<file path="src/rtl/core/rtcsr_pkg.sv">
// Shared types, constants and helper functions for the CMOS RTC snapshot reader.
package rtcsr_pkg;

    localparam int SNAP_DEPTH = 7;
    localparam int NUM_FIELDS = 6;

    localparam logic OP_START = 1'b0;
    localparam logic OP_DATA  = 1'b1;

    localparam logic [6:0] IDX_STATUS_A = 7'h0A;
    localparam logic [6:0] IDX_STATUS_B = 7'h0B;

    localparam int UIP_BIT    = 7;
    localparam int PM_BIT     = 7;
    localparam int MODE_BIN   = 2;
    localparam int MODE_24H   = 1;

    localparam logic REG_CENTURY   = 1'b0;
    localparam logic REG_BASE_YEAR = 1'b1;

    localparam logic [13:0] BASE_YEAR_RST = 14'd2024;
    localparam logic [7:0]  BASE_CENT_RST = 8'd20;

    typedef struct packed {
        logic [6:0]  century_index;
        logic [13:0] base_year;
        logic [7:0]  base_cent;
    } cfg_t;

    typedef struct packed {
        logic [7:0]  sec;
        logic [7:0]  min;
        logic [7:0]  hour;
        logic [7:0]  day;
        logic [7:0]  month;
        logic [15:0] year;
    } time_t;

    typedef logic [SNAP_DEPTH-1:0][7:0] snap_t;

    function automatic logic [6:0] field_index(input logic [2:0] pos);
        logic [6:0] idx;
        begin
            unique case (pos)
                3'd0:    idx = 7'h00;
                3'd1:    idx = 7'h02;
                3'd2:    idx = 7'h04;
                3'd3:    idx = 7'h07;
                3'd4:    idx = 7'h08;
                3'd5:    idx = 7'h09;
                default: idx = 7'h00;
            endcase
            return idx;
        end
    endfunction

    // high nibble times ten is (n << 3) + (n << 1)
    function automatic logic [7:0] bcd_to_bin(input logic [7:0] v);
        logic [7:0] hi;
        begin
            hi = {4'b0, v[7:4]};
            return {4'b0, v[3:0]} + (hi << 3) + (hi << 1);
        end
    endfunction

endpackage

</file>
<file path="src/rtl/core/rtcsr_req_if.sv">
// Request channel: opcode and returned CMOS byte.
interface rtcsr_req_if;
    logic       valid;
    logic       ready;
    logic       opcode;
    logic [7:0] read_byte;

    modport source (output valid, output opcode, output read_byte, input ready);
    modport sink (input valid, input opcode, input read_byte, output ready);
endinterface

</file>
<file path="src/rtl/core/rtcsr_res_if.sv">
// Result channel: read request index or converted time.
interface rtcsr_res_if;
    logic        valid;
    logic        ready;
    logic        done_res;
    logic [6:0]  reg_index;
    logic [7:0]  sec_out;
    logic [7:0]  min_out;
    logic [7:0]  hour_out;
    logic [7:0]  day_out;
    logic [7:0]  month_out;
    logic [15:0] full_year;

    modport source (output valid, output done_res, output reg_index, output sec_out,
                    output min_out, output hour_out, output day_out, output month_out,
                    output full_year, input ready);
    modport sink (input valid, input done_res, input reg_index, input sec_out,
                  input min_out, input hour_out, input day_out, input month_out,
                  input full_year, output ready);
endinterface

</file>
<file path="src/rtl/core/rtcsr_cfg.sv">
// APB configuration registers and the derived base century.
module rtcsr_cfg
    import rtcsr_pkg::*;
(
    input  logic        clk,
    input  logic        rst_n,
    input  logic        psel,
    input  logic        penable,
    input  logic        pwrite,
    input  logic [2:0]  paddr,
    input  logic [31:0] pwdata,
    output logic [31:0] prdata,
    output logic        pready,
    output cfg_t        cfg
);

    logic [6:0]  century_reg;
    logic [13:0] base_year_reg;
    logic [7:0]  base_cent_reg;
    logic [26:0] cent_prod;
    logic        wr_en;

    assign pready = 1'b1;
    assign wr_en  = psel & penable & pwrite & pready;

    // base_year / 100 as (x * 5243) >> 19, exact for 14-bit x
    assign cent_prod = 27'(base_year_reg) * 27'd5243;

    always_ff @(posedge clk or negedge rst_n)
    begin
        if (!rst_n)
        begin
            century_reg   <= '0;
            base_year_reg <= BASE_YEAR_RST;
            base_cent_reg <= BASE_CENT_RST;
        end
        else
        begin
            base_cent_reg <= cent_prod[26:19];
            if (wr_en)
            begin
                unique case (paddr[2])
                    REG_CENTURY:   century_reg   <= pwdata[6:0];
                    REG_BASE_YEAR: base_year_reg <= pwdata[13:0];
                    default:       century_reg   <= century_reg;
                endcase
            end
        end
    end

    always_comb
    begin
        unique case (paddr[2])
            REG_CENTURY:   prdata = {25'b0, century_reg};
            REG_BASE_YEAR: prdata = {18'b0, base_year_reg};
            default:       prdata = '0;
        endcase
    end

    assign cfg.century_index = century_reg;
    assign cfg.base_year     = base_year_reg;
    assign cfg.base_cent     = base_cent_reg;

endmodule

</file>
<file path="src/rtl/core/rtcsr_conv.sv">
// BCD, 12/24-hour and full-year conversion of a stable snapshot.
module rtcsr_conv
    import rtcsr_pkg::*;
(
    input  snap_t      snap,
    input  logic [7:0] mode_byte,
    input  cfg_t       cfg,
    output time_t      tm
);

    logic        is_bin;
    logic        has_cent;
    logic [7:0]  hour_b;
    logic [7:0]  hour_v;
    logic [7:0]  hour_q;
    logic [14:0] hour_prod;
    logic [7:0]  hour_f;
    logic [7:0]  yr_b;
    logic [7:0]  cent_b;
    logic [15:0] yr_cent;
    logic [15:0] yr_base;
    logic [15:0] yr_f;
    logic [6:0]  hr_lo;

    assign is_bin   = mode_byte[MODE_BIN];
    assign has_cent = (cfg.century_index != '0);
    assign hr_lo    = 7'({4'b0, snap[2][6:4]} * 7'd10) + {3'b0, snap[2][3:0]};

    always_comb
    begin
        tm.sec   = is_bin ? snap[0] : bcd_to_bin(snap[0]);
        tm.min   = is_bin ? snap[1] : bcd_to_bin(snap[1]);
        tm.day   = is_bin ? snap[3] : bcd_to_bin(snap[3]);
        tm.month = is_bin ? snap[4] : bcd_to_bin(snap[4]);
        yr_b     = is_bin ? snap[5] : bcd_to_bin(snap[5]);
        cent_b   = is_bin ? snap[6] : bcd_to_bin(snap[6]);
        hour_b   = is_bin ? snap[2] : {snap[2][PM_BIT], hr_lo};

        // (v + 12) mod 24, quotient as (v * 43) >> 10 for v <= 139
        hour_v    = {1'b0, hour_b[6:0]} + 8'd12;
        hour_prod = 15'(hour_v) * 15'd43;
        hour_q    = {5'b0, hour_prod[12:10]};
        hour_f    = hour_v - 8'(hour_q * 8'd24);
        tm.hour   = (!mode_byte[MODE_24H] && hour_b[PM_BIT]) ? hour_f : hour_b;

        yr_cent = 16'(yr_b) + 16'(cent_b) * 16'd100;
        yr_base = 16'(yr_b) + 16'(cfg.base_cent) * 16'd100;
        yr_f    = (yr_base < 16'(cfg.base_year)) ? yr_base + 16'd100 : yr_base;
        tm.year = has_cent ? yr_cent : yr_f;
    end

endmodule

</file>
<file path="src/rtl/core/cmos_rtc_snapshot_reader.sv">
// Top level: CMOS RTC snapshot reader with input register, sequencer and result register.
//
//  channel  | dir | handshake        | payload
//  req_ch   | in  | valid/ready      | opcode, read_byte
//  res_ch   | out | valid/ready      | done_res, reg_index, sec..month_out, full_year
//  apb      | in  | psel/penable     | paddr[2:0], pwdata/prdata 32 bits
//
// One item per cycle while res_ch is not stalled; each item is held in the input
// register and its result is registered in the result register. The sequencer
// step and the time conversion are a single pass between those two registers.
// A stalled result holds the result register; the input register fills and
// then req_ch.ready drops. rst_n clears control state and resets the config registers.
module cmos_rtc_snapshot_reader
    import rtcsr_pkg::*;
(
    input  logic        clk,
    input  logic        rst_n,
    rtcsr_req_if.sink   req_ch,
    rtcsr_res_if.source res_ch,
    input  logic        psel,
    input  logic        penable,
    input  logic        pwrite,
    input  logic [2:0]  paddr,
    input  logic [31:0] pwdata,
    output logic [31:0] prdata,
    output logic        pready
);

    localparam logic [1:0] PH_IDLE = 2'd0;
    localparam logic [1:0] PH_POLL = 2'd1;
    localparam logic [1:0] PH_READ = 2'd2;
    localparam logic [1:0] PH_REGB = 2'd3;

    cfg_t        cfg;
    time_t       tm;

    logic        in_valid_reg;
    logic        in_op_reg;
    logic [7:0]  in_byte_reg;
    logic        advance;

    logic [1:0]  phase_reg, phase_next;
    logic [2:0]  pos_reg, pos_next;
    logic        have_prev_reg, have_prev_next;
    snap_t       now_reg;
    snap_t       prev_reg;
    snap_t       now_merged;

    logic [2:0]  pos;
    logic [2:0]  count;
    logic        same;
    logic        wr_now;
    logic        wr_prev;
    logic        emit;
    logic        emit_done;
    logic [6:0]  emit_idx;

    logic        out_valid_reg;
    logic        done_reg;
    logic [6:0]  idx_reg;
    time_t       tm_reg;

    rtcsr_cfg u_cfg (
        .clk     (clk),
        .rst_n   (rst_n),
        .psel    (psel),
        .penable (penable),
        .pwrite  (pwrite),
        .paddr   (paddr),
        .pwdata  (pwdata),
        .prdata  (prdata),
        .pready  (pready),
        .cfg     (cfg)
    );

    rtcsr_conv u_conv (
        .snap      (now_reg),
        .mode_byte (in_byte_reg),
        .cfg       (cfg),
        .tm        (tm)
    );

    assign advance      = in_valid_reg & (~out_valid_reg | res_ch.ready);
    assign req_ch.ready = ~in_valid_reg | advance;

    assign pos   = (pos_reg > 3'd6) ? 3'd6 : pos_reg;
    assign count = (cfg.century_index != '0) ? 3'd7 : 3'd6;

    always_comb
    begin
        for (int i = 0; i < SNAP_DEPTH; i++)
        begin
            now_merged[i] = (3'(i) == pos) ? in_byte_reg : now_reg[i];
        end
        same = 1'b1;
        for (int i = 0; i < SNAP_DEPTH; i++)
        begin
            if ((3'(i) < count) && (now_merged[i] != prev_reg[i]))
            begin
                same = 1'b0;
            end
        end
    end

    always_comb
    begin
        phase_next     = phase_reg;
        pos_next       = pos_reg;
        have_prev_next = have_prev_reg;
        wr_now         = 1'b0;
        wr_prev        = 1'b0;
        emit           = 1'b0;
        emit_done      = 1'b0;
        emit_idx       = IDX_STATUS_A;
        if (in_op_reg == OP_START)
        begin
            have_prev_next = 1'b0;
            pos_next       = '0;
            phase_next     = PH_POLL;
            emit           = 1'b1;
        end
        else
        begin
            unique case (phase_reg)
                PH_IDLE:
                begin
                    emit = 1'b0;
                end
                PH_POLL:
                begin
                    emit = 1'b1;
                    if (!in_byte_reg[UIP_BIT])
                    begin
                        phase_next = PH_READ;
                        pos_next   = '0;
                        emit_idx   = field_index(3'd0);
                    end
                end
                PH_READ:
                begin
                    emit   = 1'b1;
                    wr_now = 1'b1;
                    if ((pos + 3'd1) < count)
                    begin
                        pos_next = pos + 3'd1;
                        emit_idx = ((pos + 3'd1) < 3'(NUM_FIELDS)) ?
                                   field_index(pos + 3'd1) : cfg.century_index;
                    end
                    else
                    begin
                        pos_next = '0;
                        if (have_prev_reg && same)
                        begin
                            phase_next = PH_REGB;
                            emit_idx   = IDX_STATUS_B;
                        end
                        else
                        begin
                            wr_prev        = 1'b1;
                            have_prev_next = 1'b1;
                            phase_next     = PH_POLL;
                        end
                    end
                end
                PH_REGB:
                begin
                    emit       = 1'b1;
                    emit_done  = 1'b1;
                    phase_next = PH_IDLE;
                end
                default:
                begin
                    emit = 1'b0;
                end
            endcase
        end
    end

    always_ff @(posedge clk or negedge rst_n)
    begin
        if (!rst_n)
        begin
            in_valid_reg  <= 1'b0;
            phase_reg     <= PH_IDLE;
            pos_reg       <= '0;
            have_prev_reg <= 1'b0;
            out_valid_reg <= 1'b0;
        end
        else
        begin
            if (req_ch.ready)
            begin
                in_valid_reg <= req_ch.valid;
            end
            if (advance)
            begin
                phase_reg     <= phase_next;
                pos_reg       <= pos_next;
                have_prev_reg <= have_prev_next;
            end
            if (advance && emit)
            begin
                out_valid_reg <= 1'b1;
            end
            else if (res_ch.ready)
            begin
                out_valid_reg <= 1'b0;
            end
        end
    end

    always_ff @(posedge clk)
    begin
        if (req_ch.ready && req_ch.valid)
        begin
            in_op_reg   <= req_ch.opcode;
            in_byte_reg <= req_ch.read_byte;
        end
        if (advance && wr_now)
        begin
            now_reg <= now_merged;
        end
        if (advance && wr_prev)
        begin
            prev_reg <= now_merged;
        end
        if (advance && emit)
        begin
            done_reg <= emit_done;
            idx_reg  <= emit_done ? '0 : emit_idx;
            tm_reg   <= emit_done ? tm : '0;
        end
    end

    assign res_ch.valid     = out_valid_reg;
    assign res_ch.done_res  = done_reg;
    assign res_ch.reg_index = idx_reg;
    assign res_ch.sec_out   = tm_reg.sec;
    assign res_ch.min_out   = tm_reg.min;
    assign res_ch.hour_out  = tm_reg.hour;
    assign res_ch.day_out   = tm_reg.day;
    assign res_ch.month_out = tm_reg.month;
    assign res_ch.full_year = tm_reg.year;

endmodule

</file>
<file path="src/flat_wrapper.sv">
// flat-port wrapper written by rule: the top's interface ports become plain ports
module cmos_rtc_snapshot_reader_flat import rtcsr_pkg::*;
  (clk, rst_n, psel, penable, pwrite, paddr, pwdata, prdata, pready, req_ch_valid, req_ch_opcode, req_ch_read_byte, req_ch_ready, res_ch_valid, res_ch_done_res, res_ch_reg_index, res_ch_sec_out, res_ch_min_out, res_ch_hour_out, res_ch_day_out, res_ch_month_out, res_ch_full_year, res_ch_ready);
  rtcsr_req_if req_ch_i ();
  rtcsr_res_if res_ch_i ();
  input  logic clk;
  input  logic rst_n;
  input  logic psel;
  input  logic penable;
  input  logic pwrite;
  input  logic [2:0] paddr;
  input  logic [31:0] pwdata;
  output logic [31:0] prdata;
  output logic pready;
  input wire logic [$bits(req_ch_i.valid)-1:0] req_ch_valid;
  input wire logic [$bits(req_ch_i.opcode)-1:0] req_ch_opcode;
  input wire logic [$bits(req_ch_i.read_byte)-1:0] req_ch_read_byte;
  output wire logic [$bits(req_ch_i.ready)-1:0] req_ch_ready;
  output wire logic [$bits(res_ch_i.valid)-1:0] res_ch_valid;
  output wire logic [$bits(res_ch_i.done_res)-1:0] res_ch_done_res;
  output wire logic [$bits(res_ch_i.reg_index)-1:0] res_ch_reg_index;
  output wire logic [$bits(res_ch_i.sec_out)-1:0] res_ch_sec_out;
  output wire logic [$bits(res_ch_i.min_out)-1:0] res_ch_min_out;
  output wire logic [$bits(res_ch_i.hour_out)-1:0] res_ch_hour_out;
  output wire logic [$bits(res_ch_i.day_out)-1:0] res_ch_day_out;
  output wire logic [$bits(res_ch_i.month_out)-1:0] res_ch_month_out;
  output wire logic [$bits(res_ch_i.full_year)-1:0] res_ch_full_year;
  input wire logic [$bits(res_ch_i.ready)-1:0] res_ch_ready;
  assign req_ch_i.valid = req_ch_valid;
  assign req_ch_i.opcode = req_ch_opcode;
  assign req_ch_i.read_byte = req_ch_read_byte;
  assign req_ch_ready = req_ch_i.ready;
  assign res_ch_valid = res_ch_i.valid;
  assign res_ch_done_res = res_ch_i.done_res;
  assign res_ch_reg_index = res_ch_i.reg_index;
  assign res_ch_sec_out = res_ch_i.sec_out;
  assign res_ch_min_out = res_ch_i.min_out;
  assign res_ch_hour_out = res_ch_i.hour_out;
  assign res_ch_day_out = res_ch_i.day_out;
  assign res_ch_month_out = res_ch_i.month_out;
  assign res_ch_full_year = res_ch_i.full_year;
  assign res_ch_i.ready = res_ch_ready;
  cmos_rtc_snapshot_reader u_core (.clk(clk), .rst_n(rst_n), .req_ch(req_ch_i), .res_ch(res_ch_i), .psel(psel), .penable(penable), .pwrite(pwrite), .paddr(paddr), .pwdata(pwdata), .prdata(prdata), .pready(pready));
endmodule
</file>
<file path="config.mk">
export PLATFORM = sky130hd
export DESIGN_NAME = cmos_rtc_snapshot_reader_flat
export DESIGN_NICKNAME = d
export VERILOG_FILES = /design/src/rtl/core/rtcsr_pkg.sv /design/src/rtl/core/rtcsr_req_if.sv /design/src/rtl/core/rtcsr_res_if.sv /design/src/rtl/core/rtcsr_cfg.sv /design/src/rtl/core/rtcsr_conv.sv /design/src/rtl/core/cmos_rtc_snapshot_reader.sv /design/src/flat_wrapper.sv
export SDC_FILE = /design/constraint.sdc
export NUM_CORES = 1
export LEC_CHECK = 0
export BUFFER_PORTS_ARGS = -buffer_cell sky130_fd_sc_hd__buf_2
export CAP_MARGIN = 30
export CORE_MARGIN = 2
export CORE_UTILIZATION = 55
export CTS_BUF_LIST = sky130_fd_sc_hd__clkbuf_4 sky130_fd_sc_hd__clkbuf_8 sky130_fd_sc_hd__clkbuf_16
export CTS_CLUSTER_SIZE = 8
export DETAILED_ROUTE_END_ITERATION = 6
export GPL_TIMING_DRIVEN = 0
export MAX_ROUTING_LAYER = met4
export PLACE_DENSITY_LB_ADDON = 0.1
export SETUP_SLACK_MARGIN = 0.4
export SYNTH_ARGS = -nofsm -noshare
export SYNTH_HDL_FRONTEND = slang
export SYNTH_SLANG_ARGS = --single-unit
</file>
<file path="constraint.sdc">
create_clock -name clk -period 11.3 [get_ports clk]
set_input_delay 0 -clock clk [delete_from_list [all_inputs] [get_ports clk]]
set_output_delay 0 -clock clk [all_outputs]
set_load 0.01 [all_outputs]
</file>
# ---- Word-level counts from Yosys, hierarchy flattened
# Cells that the tools add are included.
dict set report totals {
  ff_bits 222
  in_bits 51
  output_inout_bits 99
  elab_cells 190
}
dict set report op_classes {
  addsub 19
  mul 6
  order_cmp 11
  n_eq_ne 28
  n_mux 59
  bitwise 9
  reduce_logical 25
}
# operator n
set op_table {}
lappend op_table {{8-bit two-way mux} 14}
lappend op_table {{32-bit case mux with 2 select lines} 1}
lappend op_table {{8-bit inequality test} 7}
lappend op_table {{4-bit by 7-bit adder with 8-bit output} 6}
lappend op_table {{8-bit by 5-bit adder with 8-bit output} 6}
lappend op_table {{8-bit by 15-bit adder with 16-bit output} 2}
lappend op_table {{16-bit two-way mux} 2}
lappend op_table {{14-bit by 13-bit multiplier with 27-bit output (second input constant)} 1}
lappend op_table {{8-bit by 5-bit multiplier with 13-bit output (second input constant)} 2}
lappend op_table {{1-bit two-way mux} 24}
lappend op_table {{7-bit two-way mux} 3}
lappend op_table {{4-bit case mux with 5 select lines} 1}
lappend op_table {{16-bit by 7-bit adder with 16-bit output (second input constant)} 1}
lappend op_table {{16-bit by 14-bit less-than comparator with 1-bit output} 1}
lappend op_table {{7-bit case mux with 2 select lines} 1}
lappend op_table {{1-bit logical AND} 13}
lappend op_table {{8-bit by 6-bit multiplier with 13-bit output (second input constant)} 1}
lappend op_table {{3-bit two-way mux} 4}
lappend op_table {{3-bit == test (first input constant)} 3}
lappend op_table {{3-bit less-than comparator (first input constant)} 3}
lappend op_table {{3-bit inequality test (second input constant)} 3}
lappend op_table {{7-bit by 4-bit adder with 8-bit output (second input constant)} 1}
lappend op_table {{2-bit two-way mux} 4}
lappend op_table {{4-bit two-way mux} 2}
lappend op_table {{other kinds (35)} 51}

# ---- Depth between registers and ports, before layout
# Gate-level depths: netlist of the first run.
dict set report logic_depth {
  depth_word 19
  depth_mapped 31
  mapped_depth_nobuf 31
}

# ---- Modules after synthesis
# A second synthesis of the first run with hierarchy kept.
dict set report hier_totals {
  cells_unflattened 1772
  hier_area_um2 19412.4
}
# module instances cells_per_inst area_each_um2 seq_area_each_um2
set modules_own_cells {}
lappend modules_own_cells {cmos_rtc_snapshot_reader 1 612 8628.3 5755.5}
lappend modules_own_cells {rtcsr_conv 1 733 6099.6 0.0}
lappend modules_own_cells {rtcsr_cfg 1 427 4684.5 737.0}

# ---- Least setup slack after synthesis of the first run
# OpenSTA, ideal clock, no wires.
dict set report synth_path {
  path_type {register -> register}
  startpoint {register u_core.pos_reg[2]}
  endpoint {register u_core.prev_reg[0] (netlist bit) (enable)}
  setup_time_ns 0.608
  t_arrival_ns 7.712
  required_time_ns 10.692
  setup_slack_ns 2.980
  path_stages_with_launch 15
  n_path_buf 2
  synth_period_minus_slack_ns 8.320
  path_cell_list {dfrtp_1 -> buf_6 -> nand2_1 -> nand2_1 -> inv_1 -> ha_1 -> ha_1 -> clkbuf_1 -> mux2_2 -> xnor2_1 -> o21ai_0 -> or4_1 -> or4_4 -> nor4_4 -> nor4_1}
}
# item line_no
set synth_rtl {}
lappend synth_rtl {{start: declaration} cmos_rtc_snapshot_reader.sv:43} ;# logic [2:0] pos_reg, pos_next;
lappend synth_rtl {{start signal: assignment} cmos_rtc_snapshot_reader.sv:198} ;# pos_reg <= pos_next;
lappend synth_rtl {{end signal: assignment} cmos_rtc_snapshot_reader.sv:225} ;# prev_reg <= now_merged;
lappend synth_rtl {{end: declaration} cmos_rtc_snapshot_reader.sv:46} ;# snap_t prev_reg;

# ---- Final worst setup path of the first run
dict set report layout_path {
  startpoint {register u_core.now_reg[20] (netlist bit)}
  endpoint {register u_core.tm_reg, in the netlist u_core.res_ch.hour_out[7] (data pin)}
}
dict set report layout_via {
  elab_chain_cells 8
}
# item line_no
set layout_rtl {}
lappend layout_rtl {{start: declaration} cmos_rtc_snapshot_reader.sv:45} ;# snap_t now_reg;
lappend layout_rtl {{start signal: assignment} cmos_rtc_snapshot_reader.sv:221} ;# now_reg <= now_merged;
lappend layout_rtl {{3-bit by 3-bit multiplier with 6-bit output} rtcsr_conv.sv:27} ;# assign hr_lo = 7'({4'b0, snap[2][6:4]} * 7'd10) + {3'b0, snap[2][3:0]};
lappend layout_rtl {{7-bit by 4-bit adder with 7-bit output} rtcsr_conv.sv:27}
lappend layout_rtl {{7-bit two-way mux (*)} rtcsr_conv.sv:37} ;# hour_b = is_bin ? snap[2] : {snap[2][PM_BIT], hr_lo};
lappend layout_rtl {{7-bit by 4-bit adder with 8-bit output (*)} rtcsr_conv.sv:40} ;# hour_v = {1'b0, hour_b[6:0]} + 8'd12;
lappend layout_rtl {{8-bit by 6-bit multiplier with 13-bit output} rtcsr_conv.sv:41} ;# hour_prod = 15'(hour_v) * 15'd43;
lappend layout_rtl {{3-bit by 2-bit multiplier with 5-bit output} rtcsr_conv.sv:43} ;# hour_f = hour_v - 8'(hour_q * 8'd24);
lappend layout_rtl {{8-bit subtractor (*)} rtcsr_conv.sv:43}
lappend layout_rtl {{8-bit two-way mux (*)} rtcsr_conv.sv:44} ;# tm.hour = (!mode_byte[MODE_24H] && hour_b[PM_BIT]) ? hour_f : hour_b;
lappend layout_rtl {{end signal: assignment} cmos_rtc_snapshot_reader.sv:231} ;# tm_reg <= emit_done ? tm : '0;
lappend layout_rtl {{end: declaration} cmos_rtc_snapshot_reader.sv:61} ;# time_t tm_reg;
# Every way passes the cells marked *; elsewhere a longest branch is shown, timed or not.
# A chain may end at the register's enable or synchronous reset.

==> run summary, run 1 <==
==========================================================================================
Hold/Removal Path Class                                                        in -> async
Total track usage                                                                    0.245
Relative area change from synthesis to final layout                                  14.5%
Leading cell types in the layout, fill and taps excluded                      272 x ha_1, 217 x inv_1, 185 x edfxtp_1
1st-iter DRT viols                                                                     617
Most frequent standard cell in the layout excluding fill and tap cells                ha_1
# resized after CTS                                                                      0
Total global routing overflow                                                            0
RSZ-0062 raised after global routing                                                    no
Max frequency                                                                      124 MHz
Area of the placeable core                                                     0.0326 mm^2
Delay of the slowest cell on the worst path                                        0.56 ns
CTS tree                                                                             built
Via-to-Cell Ratio                                                                     5.47
Crit path time final                                                               8.03 ns
Gate count after technology mapping                                                   1633
Sink Count                                                                             222
Largest net degree at the start of global routing                                       38
Count of port buffers added during placement                                           109
Area of the die                                                                0.0347 mm^2
Clock tree root buffer cell                                                      clkbuf_16
Vias post-DR                                                                         12600
DR WL/cell                                                                         17.3 um
Post-synthesis cell type count                                                          77
Worst path required time                                                          11.61 ns
Effective utilization at floorplan                                                   0.560
Setup TNS after final layout                                                          0 ns
Crit path capture type                                                                flop
Yosys Warn Count                                                                         0
Num CTS Buffers                                                                         31
Worst slew pin tran                                                                1.04 ns
Wire length after detailed routing                                                39900 um
I/O pin count                                                                          150
Most used DFF post-synth                                                          edfxtp_1
Latest clock arrival within the worst-skew pair                                    0.57 ns
Max Transition Viols Final                                                               0
Cell area after synthesis                                                      0.0183 mm^2
Fraction of layout instances using a drive strength above 1                          0.166
Clock Skews                                                                      0.0191 ns
Critical path class                                                             reg -> reg
Worst setup SP type                                                                   flop
HPWL after detailed placement                                                     31700 um
Mean instance size in the synthesized netlist                                    11.2 um^2
Most numerous cell on the critical path                                               ha_1
Layout Nets                                                                           2250
Buffer levels on the longest clock path                                                  3
Peak fanout along the critical path                                                      7
Share of synthesized area occupied by flip-flops and latches                         0.355
Slew HR                                                                              0.304
Global-route wire length before repair                                            64900 um
Ant. Diodes                                                                              0
DRC violation count after routing                                                        0
CTS H-Tree Depth                                                                         1
Fill cell count                                                                       2603
Status                                                                        finished clean
Core Rows                                                                               66
Hold Fails Final Rpt                                                                     0
Height of the die                                                                   186 um
Number of enable flip-flop cells after synthesis                                       185
Final weighted congestion in routability-driven placement                            0.881
Async set-or-reset flop fraction in the synthesized netlist                          0.167
Arrival time at the worst endpoint                                                 8.34 ns
CP max stage cell                                                                     fa_1
Post-detailed-route count of antenna-violating nets                                      0
Clock edge transition at the registers on the reported setup and hold paths        0.05 ns
Number of global-route vias before repair                                            12700
Initial antenna violation count                                                          0
Final Cycle Share                                                                    0.711
# setup viols final                                                                      0
#FFs+latches synth                                                                     222
1st-pass router iterations                                                               4
Die X                                                                               186 um
Max-Cap Viols                                                                            0
==========================================================================================
-- worst max-delay path: cells and delay by family (launching register included) --
kind | cells | cell delay (ns)
AO/OA/AOI/OAI | 9 | 2.11
buffers and inverters | 3 | 0.17
AND/OR/NAND/NOR | 6 | 1.38
flip-flops | 1 | 0.49
XOR/XNOR | 4 | 0.91
adder cells (fa/ha/maj) | 8 | 2.72
-- metal layers --
| metal | up-vias | track usage | wire [um] |
|---|---|---|---|
| li1 | 6167 | - | - |
| met1 | 6081 | 0.312 | 17300 |
| met2 | 277 | 0.424 | 20200 |
| met3 | 51 | 0.0273 | 1600 |
| met4 | 0 | 0.0554 | 796 |
| met5 | - | - | 0 |
-- worst paths after layout --
check | from | endpoint | slack [ns] | cells after the start
min in group clk | penable | u_core.u_cfg.century_reg[3] | 0.09 | 3
max reg2reg | u_core.now_reg[20] | u_core.res_ch.hour_out[7] | 3.27 | 30
min | rst_n | u_core.u_cfg.century_reg[6] | 0.09 | 2
max in group asynchronous | rst_n | u_core.u_cfg.base_cent_reg[3] | 10.64 | 2
max | u_core.now_reg[20] | u_core.res_ch.hour_out[7] | 3.27 | 30
min reg2reg | u_core.pos_reg[0] | u_core.pos_reg[0] | 0.49 | 2
-- what timing repair did --
action | in CTS | in global routing
hold buffers | 29 | 0
buffers inserted | 0 | 0
endpoints found under the hold margin | 60 | 0
-- synth_stat cells (all sizes together) (6+ instances only) --
library cell	n	area share
a211oi	11	0.0045
a21o	36	0.015
a21oi	69	0.019
a31oi	9	0.0031
and2	18	0.0062
and3	12	0.0041
buf	26	0.010
clkbuf	24	0.0049
dfrtp	28	0.038
dfstp	9	0.013
edfxtp	185	0.30
fa	93	0.10
ha	272	0.19
inv	217	0.045
mux2	78	0.048
mux2i	29	0.016
nand2	52	0.011
nand2b	12	0.0045
nand3	18	0.0049
nand4	11	0.0038
nor2	91	0.019
nor2b	19	0.0065
nor3	18	0.0049
nor4	14	0.0056
o211ai	6	0.0025
o21a	11	0.0045
o21ai	47	0.013
o311a	6	0.0033
o31ai	8	0.0033
or4	10	0.0043
xnor2	39	0.019
xor2	71	0.034
-- layout make-up --
class                      instances  area [um^2]  share of cell area
clock buffer                      57          971              0.0464
sequential                       222         6490               0.310
buffer                            50          278              0.0133
multi-input combinational       1160        10800               0.515
tap                              442          553              0.0264
inverter                         218          818              0.0391
timing repair buffer             151         1010              0.0483
clock inverter                     1         20.0            0.000957
-- through the flow --
step / instances / hold slack (ns) / utilization / setup slack, ns / area (um^2)
floorplan: 1650 / -0.296 / - / 2.98 / 18300
global placement: 2201 / 0.171 / 0.596 / -0.922 / 19400
detailed placement: 2214 / 0.176 / 0.602 / 3.23 / 19600
CTS: 2301 / 0.0905 / 0.641 / 3.19 / 20900
global route: 2301 / 0.126 / 0.641 / 2.65 / 20900
finish: 2301 / 0.0867 / 0.641 / 3.27 / 20900
-- kinds of logic after synthesis --
family | after synthesis | share of synthesized area
AO/OA/AOI/OAI | 257 | 0.0934
AND/OR/NAND/NOR | 302 | 0.0856
XOR/XNOR | 110 | 0.0527
flip-flops | 222 | 0.355
multiplexers | 107 | 0.0642
buffers and inverters | 268 | 0.0600
adder cells (fa/ha/maj) | 365 | 0.288
other | 2 | 0.000411
Power of run 1 is not shown: default switching activity piles up to over one toggle a cycle in this logic, so the estimate is an artifact.
==> inputs of run 2 (changes only) <==
- ABC_AREA: default -> 1
- clock period: 11.3 -> 8 ns (I/O delays scaled with it)
==> run 2 against run 1 <==
Net effect: critical path depth is 7 higher; maximum frequency grew 16%; non-clock buffer count shrank 5; count of clock-buffer cells in the layout is 4 lower; core utilization about the same; first-iteration DRC count grew 68%; synthesized area grew 3.6%; die area grew 3.5%; critical endpoint unchanged; largest cell class unchanged.
==> run summary, run 2 <==
==========================================================================================
Most repeated cell in the gate-level netlist after synthesis                       nand2_1
Via-to-Cell Ratio                                                                     5.33
Total track usage                                                                    0.273
CTS tree                                                                             built
Area of the die                                                                0.0359 mm^2
Buffer levels on the longest clock path                                                  3
Initial antenna violation count                                                          0
HPWL after detailed placement                                                     36400 um
Status                                                                        finished clean
Async set-or-reset flop fraction in the synthesized netlist                          0.167
Hold/Removal Path Class                                                          in -> reg
CP max stage cell                                                                     fa_1
RSZ-0062 raised after global routing                                                    no
Most instantiated cells after synthesis                                       432 x nand2_1, 392 x inv_1, 272 x ha_1, 185 x edfxtp_1, 121 x nor2_1
Global-route wire length before repair                                            74800 um
Worst setup SP type                                                                   flop
Largest net degree at the start of global routing                                       43
Total global routing overflow                                                            0
Worst slew pin tran                                                                1.01 ns
Sequential cell area in the final layout                                      0.00649 mm^2
Footprint of the multi-input gates                                             0.0107 mm^2
Fill cell count                                                                       2859
Mean instance size in the synthesized netlist                                    8.87 um^2
Num CTS Buffers                                                                         34
Setup Fix Bufs, Post-CTS                                                                 0
Setup TNS after final layout                                                          0 ns
DRC violation count after routing                                                        0
Critical path class                                                             reg -> reg
Gate count after technology mapping                                                   2133
Wire length after detailed routing                                                46300 um
CTS H-Tree Depth                                                                         2
1st-pass router iterations                                                               5
Count of port buffers added during placement                                           110
DR WL/cell                                                                         16.5 um
Most frequent standard cell in the layout excluding fill and tap cells             nand2_1
I/O pin count                                                                          150
Crit path capture type                                                                flop
Clock Skews                                                                      0.0228 ns
Max Transition Viols Final                                                               0
Worst path required time                                                           8.27 ns
Die X                                                                               190 um
Crit path time final                                                               6.95 ns
Ant. Diodes                                                                              0
Relative area change from synthesis to final layout                                  14.1%
Most used DFF post-synth                                                          edfxtp_1
Peak fanout along the critical path                                                      5
Core Rows                                                                               67
Area of the placeable core                                                     0.0337 mm^2
#FFs+latches synth                                                                     222
Arrival time at the worst endpoint                                                 7.22 ns
Number of enable flip-flop cells after synthesis                                       185
Share of synthesized area occupied by flip-flops and latches                         0.343
Vias post-DR                                                                         14900
Effective utilization at floorplan                                                   0.562
Max-Cap Viols                                                                            0
Post-synthesis cell type count                                                          52
Sink Count                                                                             222
Latest clock arrival within the worst-skew pair                                    0.53 ns
# setup viols final                                                                      0
Final Cycle Share                                                                    0.869
Dominant cells by area after synthesis                                        edfxtp_1 29%, ha_1 18%, fa_1 9.8%
Share of Yosys cell area claimed by the top area cell type                           0.294
Height of the die                                                                   190 um
1st-iter DRT viols                                                                    1038
Max frequency                                                                      144 MHz
Fraction of layout instances using a drive strength above 1                          0.116
Number of global-route vias before repair                                            14900
Final weighted congestion in routability-driven placement                            0.931
Delay of the slowest cell on the worst path                                        0.52 ns
Most area-hungry cell type in the Yosys netlist                                   edfxtp_1
Layout Nets                                                                           2747
Hold Fails Final Rpt                                                                     0
Clock tree root buffer cell                                                      clkbuf_16
Leading cell types in the layout, fill and taps excluded                      432 x nand2_1, 391 x inv_1, 272 x ha_1
Slew HR                                                                              0.330
Cell area after synthesis                                                      0.0189 mm^2
Yosys Warn Count                                                                         0
Post-detailed-route count of antenna-violating nets                                      0
Clock edge transition at the registers on the reported setup and hold paths        0.05 ns
Most numerous cell on the critical path                                              inv_1
==========================================================================================
-- run 2: cell count changes after synthesis, moves of 29 or more --
cell / change
mux2_2: -77
o21ai_0: +66
a21oi_1: +37
a21o_1: -30
mux2i_1: -29
nand3_1: +61
xor2_1: -34
nand2_1: +380
o21ai_1: +36
inv_1: +175
nor2_1: +30
-- run 2: layer usage --
| metal | wire, um | part of all wire | global-route usage | up-vias |
|---|---|---|---|---|
| met5 | 0 | 0 | - | - |
| met4 | 948 | 0.020 | 0.0668 | 0 |
| met3 | 2980 | 0.064 | 0.0406 | 61 |
| met2 | 21000 | 0.45 | 0.431 | 421 |
| met1 | 21400 | 0.46 | 0.372 | 7087 |
| li1 | - | - | - | 7356 |
-- run 2: timing repair --
action	CTS	global route
endpoints found under the hold margin	60	0
endpoints found under the setup margin	0	1
gates resized for setup	0	2
hold buffers	29	0
-- run 2: cell families after synthesis --
kind of cell             count (synthesis)  share of synthesized area
AND/OR/NAND/NOR                        711                      0.159
other                                    2                   0.000397
flip-flops                             222                      0.343
AO/OA/AOI/OAI                          310                     0.0892
buffers and inverters                  451                     0.0955
adder cells (fa/ha/maj)                365                      0.278
XOR/XNOR                                72                     0.0345
-- run 2: critical path: cells and delay by family, from the launching register on --
| kind | cells | cell delay (ns) |
|---|---|---|
| AOI/OAI and AO/OA | 6 | 1.00 |
| DFF | 1 | 0.46 |
| buffers and inverters | 9 | 0.59 |
| adders and majority gates | 9 | 2.94 |
| xor gates and xnor gates | 3 | 0.80 |
| and+or+nand+nor | 10 | 0.88 |
-- run 2: final cells by class --
cell class                      count  area share
Buffer                             51      0.0141
Clock inverter                      4     0.00278
Inverter                          400      0.0695
Sequential cell                   222       0.301
Timing Repair Buffer              145      0.0439
Clock buffer                       53      0.0471
Multi-Input combinational cell   1477       0.496
Tap cell                          448      0.0260
-- run 2: final timing paths --
| check | start | endpoint | slack (ns) | cells past startpoint |
|---|---|---|---|---|
| min in group asynchronous | rst_n | u_core.have_prev_reg | 0.15 | 2 |
| max in group asynchronous | rst_n | u_core.u_cfg.century_reg[4] | 7.30 | 2 |
| max | u_core.now_reg[20] | u_core.res_ch.hour_out[7] | 1.05 | 37 |
| max reg2reg | u_core.now_reg[20] | u_core.res_ch.hour_out[7] | 1.05 | 37 |
| min reg2reg | u_core.u_cfg.century_reg[0] | u_core.u_cfg.century_reg[0] | 0.49 | 2 |
| min | penable | u_core.u_cfg.century_reg[0] | 0.05 | 5 |
-- run 2: metrics by stage --
stage / worst slack [ns] / utilization / cell area (um^2) / hold slack (ns) / instances
CTS: 0.799 / 0.641 / 21600 / 0.0183 / 2800
detailed placement: 0.817 / 0.600 / 20200 / 0.175 / 2714
global placement: 0.641 / 0.596 / 20100 / 0.177 / 2708
floorplan: 1.69 / - / 19000 / -0.296 / 2150
global route: 0.420 / 0.641 / 21600 / 0.0775 / 2800
finish: 1.05 / 0.641 / 21600 / 0.0496 / 2800
Power of run 2 is left out for the same reason.
==> inputs of run 3 (changes only) <==
- ABC_AREA: 1 -> default
- clock period: 8 -> 7.48 ns (I/O delays scaled with it)
==> run 3 against run 2 <==
Net effect: sequential share of layout area is 0.58 points higher; clock skew is 0.013 ns lower; global-route usage is 2.7 points lower; core utilization is 0.87 points higher; critical path depth is 7 lower; first-iteration DRC count is 27% lower; wire length is 13% lower; flip-flop and latch count stayed put; hold slack better by 0.055 ns; die area is 3.4% lower; final cell count is 17% lower; non-clock buffer count is 16 higher; critical path type unchanged; critical endpoint unchanged.
==> run summary, run 3 (synthesized netlist as in run 1, its figures left out) <==
==========================================================================================
Clock tree root buffer cell                                                      clkbuf_16
Final Cycle Share                                                                    0.929
HPWL after detailed placement                                                     31500 um
Launching element of the worst setup path                                     u_core.now_reg[20]
Most frequent standard cell in the layout excluding fill and tap cells                ha_1
Status                                                                        finished clean
Arrival time at the worst endpoint                                                 7.25 ns
Filler-free cell count of the finished design                                         2312
1st-iter DRT viols                                                                     753
Leading cell types in the layout, fill and taps excluded                      268 x ha_1, 215 x inv_1, 185 x edfxtp_1
Effective utilization at floorplan                                                   0.560
Hold Fails Final Rpt                                                                     0
Slew HR                                                                              0.353
Clock Skews                                                                      0.0101 ns
Area of the placeable core                                                     0.0326 mm^2
CP max stage cell                                                                     fa_1
Peak fanout along the critical path                                                      6
1st-pass router iterations                                                               5
Number of global-route vias before repair                                            12700
Largest net degree at the start of global routing                                       38
Buffer levels on the longest clock path                                                  3
Post-detailed-route count of antenna-violating nets                                      0
DR WL/cell                                                                         17.5 um
Sink Count                                                                             222
Worst path required time                                                           7.79 ns
Crit path capture type                                                                flop
Total global routing overflow                                                            0
Max frequency                                                                      144 MHz
Reg2Reg Launch Point                                                          u_core.now_reg[20]
CTS tree                                                                             built
Global-route wire length before repair                                            65000 um
Critical path class                                                             reg -> reg
Crit path time final                                                               6.95 ns
Slack of the worst reg-to-reg path                                                 0.53 ns
Endpoint of the most critical setup path                                      u_core.res_ch.hour_out[7]
Relative area change from synthesis to final layout                                  16.0%
Height of the die                                                                   186 um
Layout Nets                                                                           2261
DRC violation count after routing                                                        0
# setup viols final                                                                      0
Post-Route Hold Slack                                                             0.105 ns
Cell Count Post-Placement                                                             2210
Vias post-DR                                                                         12700
Delay of the slowest cell on the worst path                                        0.50 ns
RSZ-0062 raised after global routing                                                   yes
I/O pin count                                                                          150
Endpoint of the worst register-to-register path                               u_core.res_ch.hour_out[7]
Total track usage                                                                    0.246
CTS H-Tree Depth                                                                         1
Core Rows                                                                               66
Length in cells of the worst reg-to-reg path                                            30
Max Transition Viols Final                                                               0
Ant. Diodes                                                                              0
Worst setup SP type                                                                   flop
Clock edge transition at the registers on the reported setup and hold paths        0.06 ns
Max-Cap Viols                                                                            0
Num CTS Buffers                                                                         31
Area of the die                                                                0.0347 mm^2
Via-to-Cell Ratio                                                                     5.51
Die X                                                                               186 um
Initial antenna violation count                                                          0
Latest clock arrival within the worst-skew pair                                    0.56 ns
Hold/Removal Path Class                                                        in -> async
Wire length after detailed routing                                                40300 um
Count of port buffers added during placement                                           109
Final weighted congestion in routability-driven placement                            0.902
Worst slew pin tran                                                               0.969 ns
Fraction of layout instances using a drive strength above 1                          0.184
==========================================================================================
==> run 3: timing repair <==
action / in CTS / in global routing
buffers inserted: 8 / 6
resized for setup: 18 / 23
endpoints found under the hold margin: 60 / 0
pin swaps: 10 / 25
setup endpoints to repair: 3 / 11
hold buffers: 30 / 0
==> run 3: final cells by class <==
type	count	area [um^2]
fill	2621	11400
multi-input combinational	1160	11000
sequential	222	6490
timing repair buffer	162	1090
clock buffer	57	971
inverter	218	818
tap	442	553
buffer	50	280
clock inverter	1	20.0
==> run 3: routing by layer <==
metal  up-vias  wire [um]  global-route usage
met5         -          0                   -
met4         0        964              0.0658
met3        67       1400              0.0230
met2       270      20600               0.427
met1      6212      17400               0.310
li1       6186          -                   -
==> run 3: per-stage QoR <==
| step | area, um^2 | util | setup slack [ns] | setup TNS, ns |
|---|---|---|---|---|
| after CTS | 21000 | 0.645 | 0.402 | 0 |
| after floorplan | 18300 | - | 0.466 | 0 |
| after global routing | 21200 | 0.650 | 0.222 | 0 |
| after global placement | 19400 | 0.596 | -1.06 | -60.02 |
| final | 21200 | 0.650 | 0.534 | 0 |
| after detailed placement | 19600 | 0.601 | -0.514 | -0.849 |
==> run 3: how the worst min path moves through the flow <==
| stage | end | cells past startpoint | from |
|---|---|---|---|
| floorplan | u_core.have_prev_reg | 0 | rst_n |
| global placement | u_core.u_cfg.century_reg[1] | 1 | rst_n |
| detailed placement | u_core.in_byte_reg[3] | 1 | req_ch_read_byte[3] |
| CTS | u_core.u_cfg.century_reg[1] | 3 | penable |
| global route | u_core.u_cfg.century_reg[5] | 3 | penable |
| finish | u_core.u_cfg.century_reg[1] | 2 | rst_n |
==> run 3: worst max-delay path, delay by kind of cell, from the launching register on <==
kind	cells	cell delay (ns)
AO/OA/AOI/OAI	9	1.98
AND/OR/NAND/NOR	6	0.94
flip-flops	1	0.44
XOR/XNOR	4	0.65
adder cells (fa/ha/maj)	8	2.54
buffers and inverters	3	0.15
Power of run 3 is left out for the same reason.
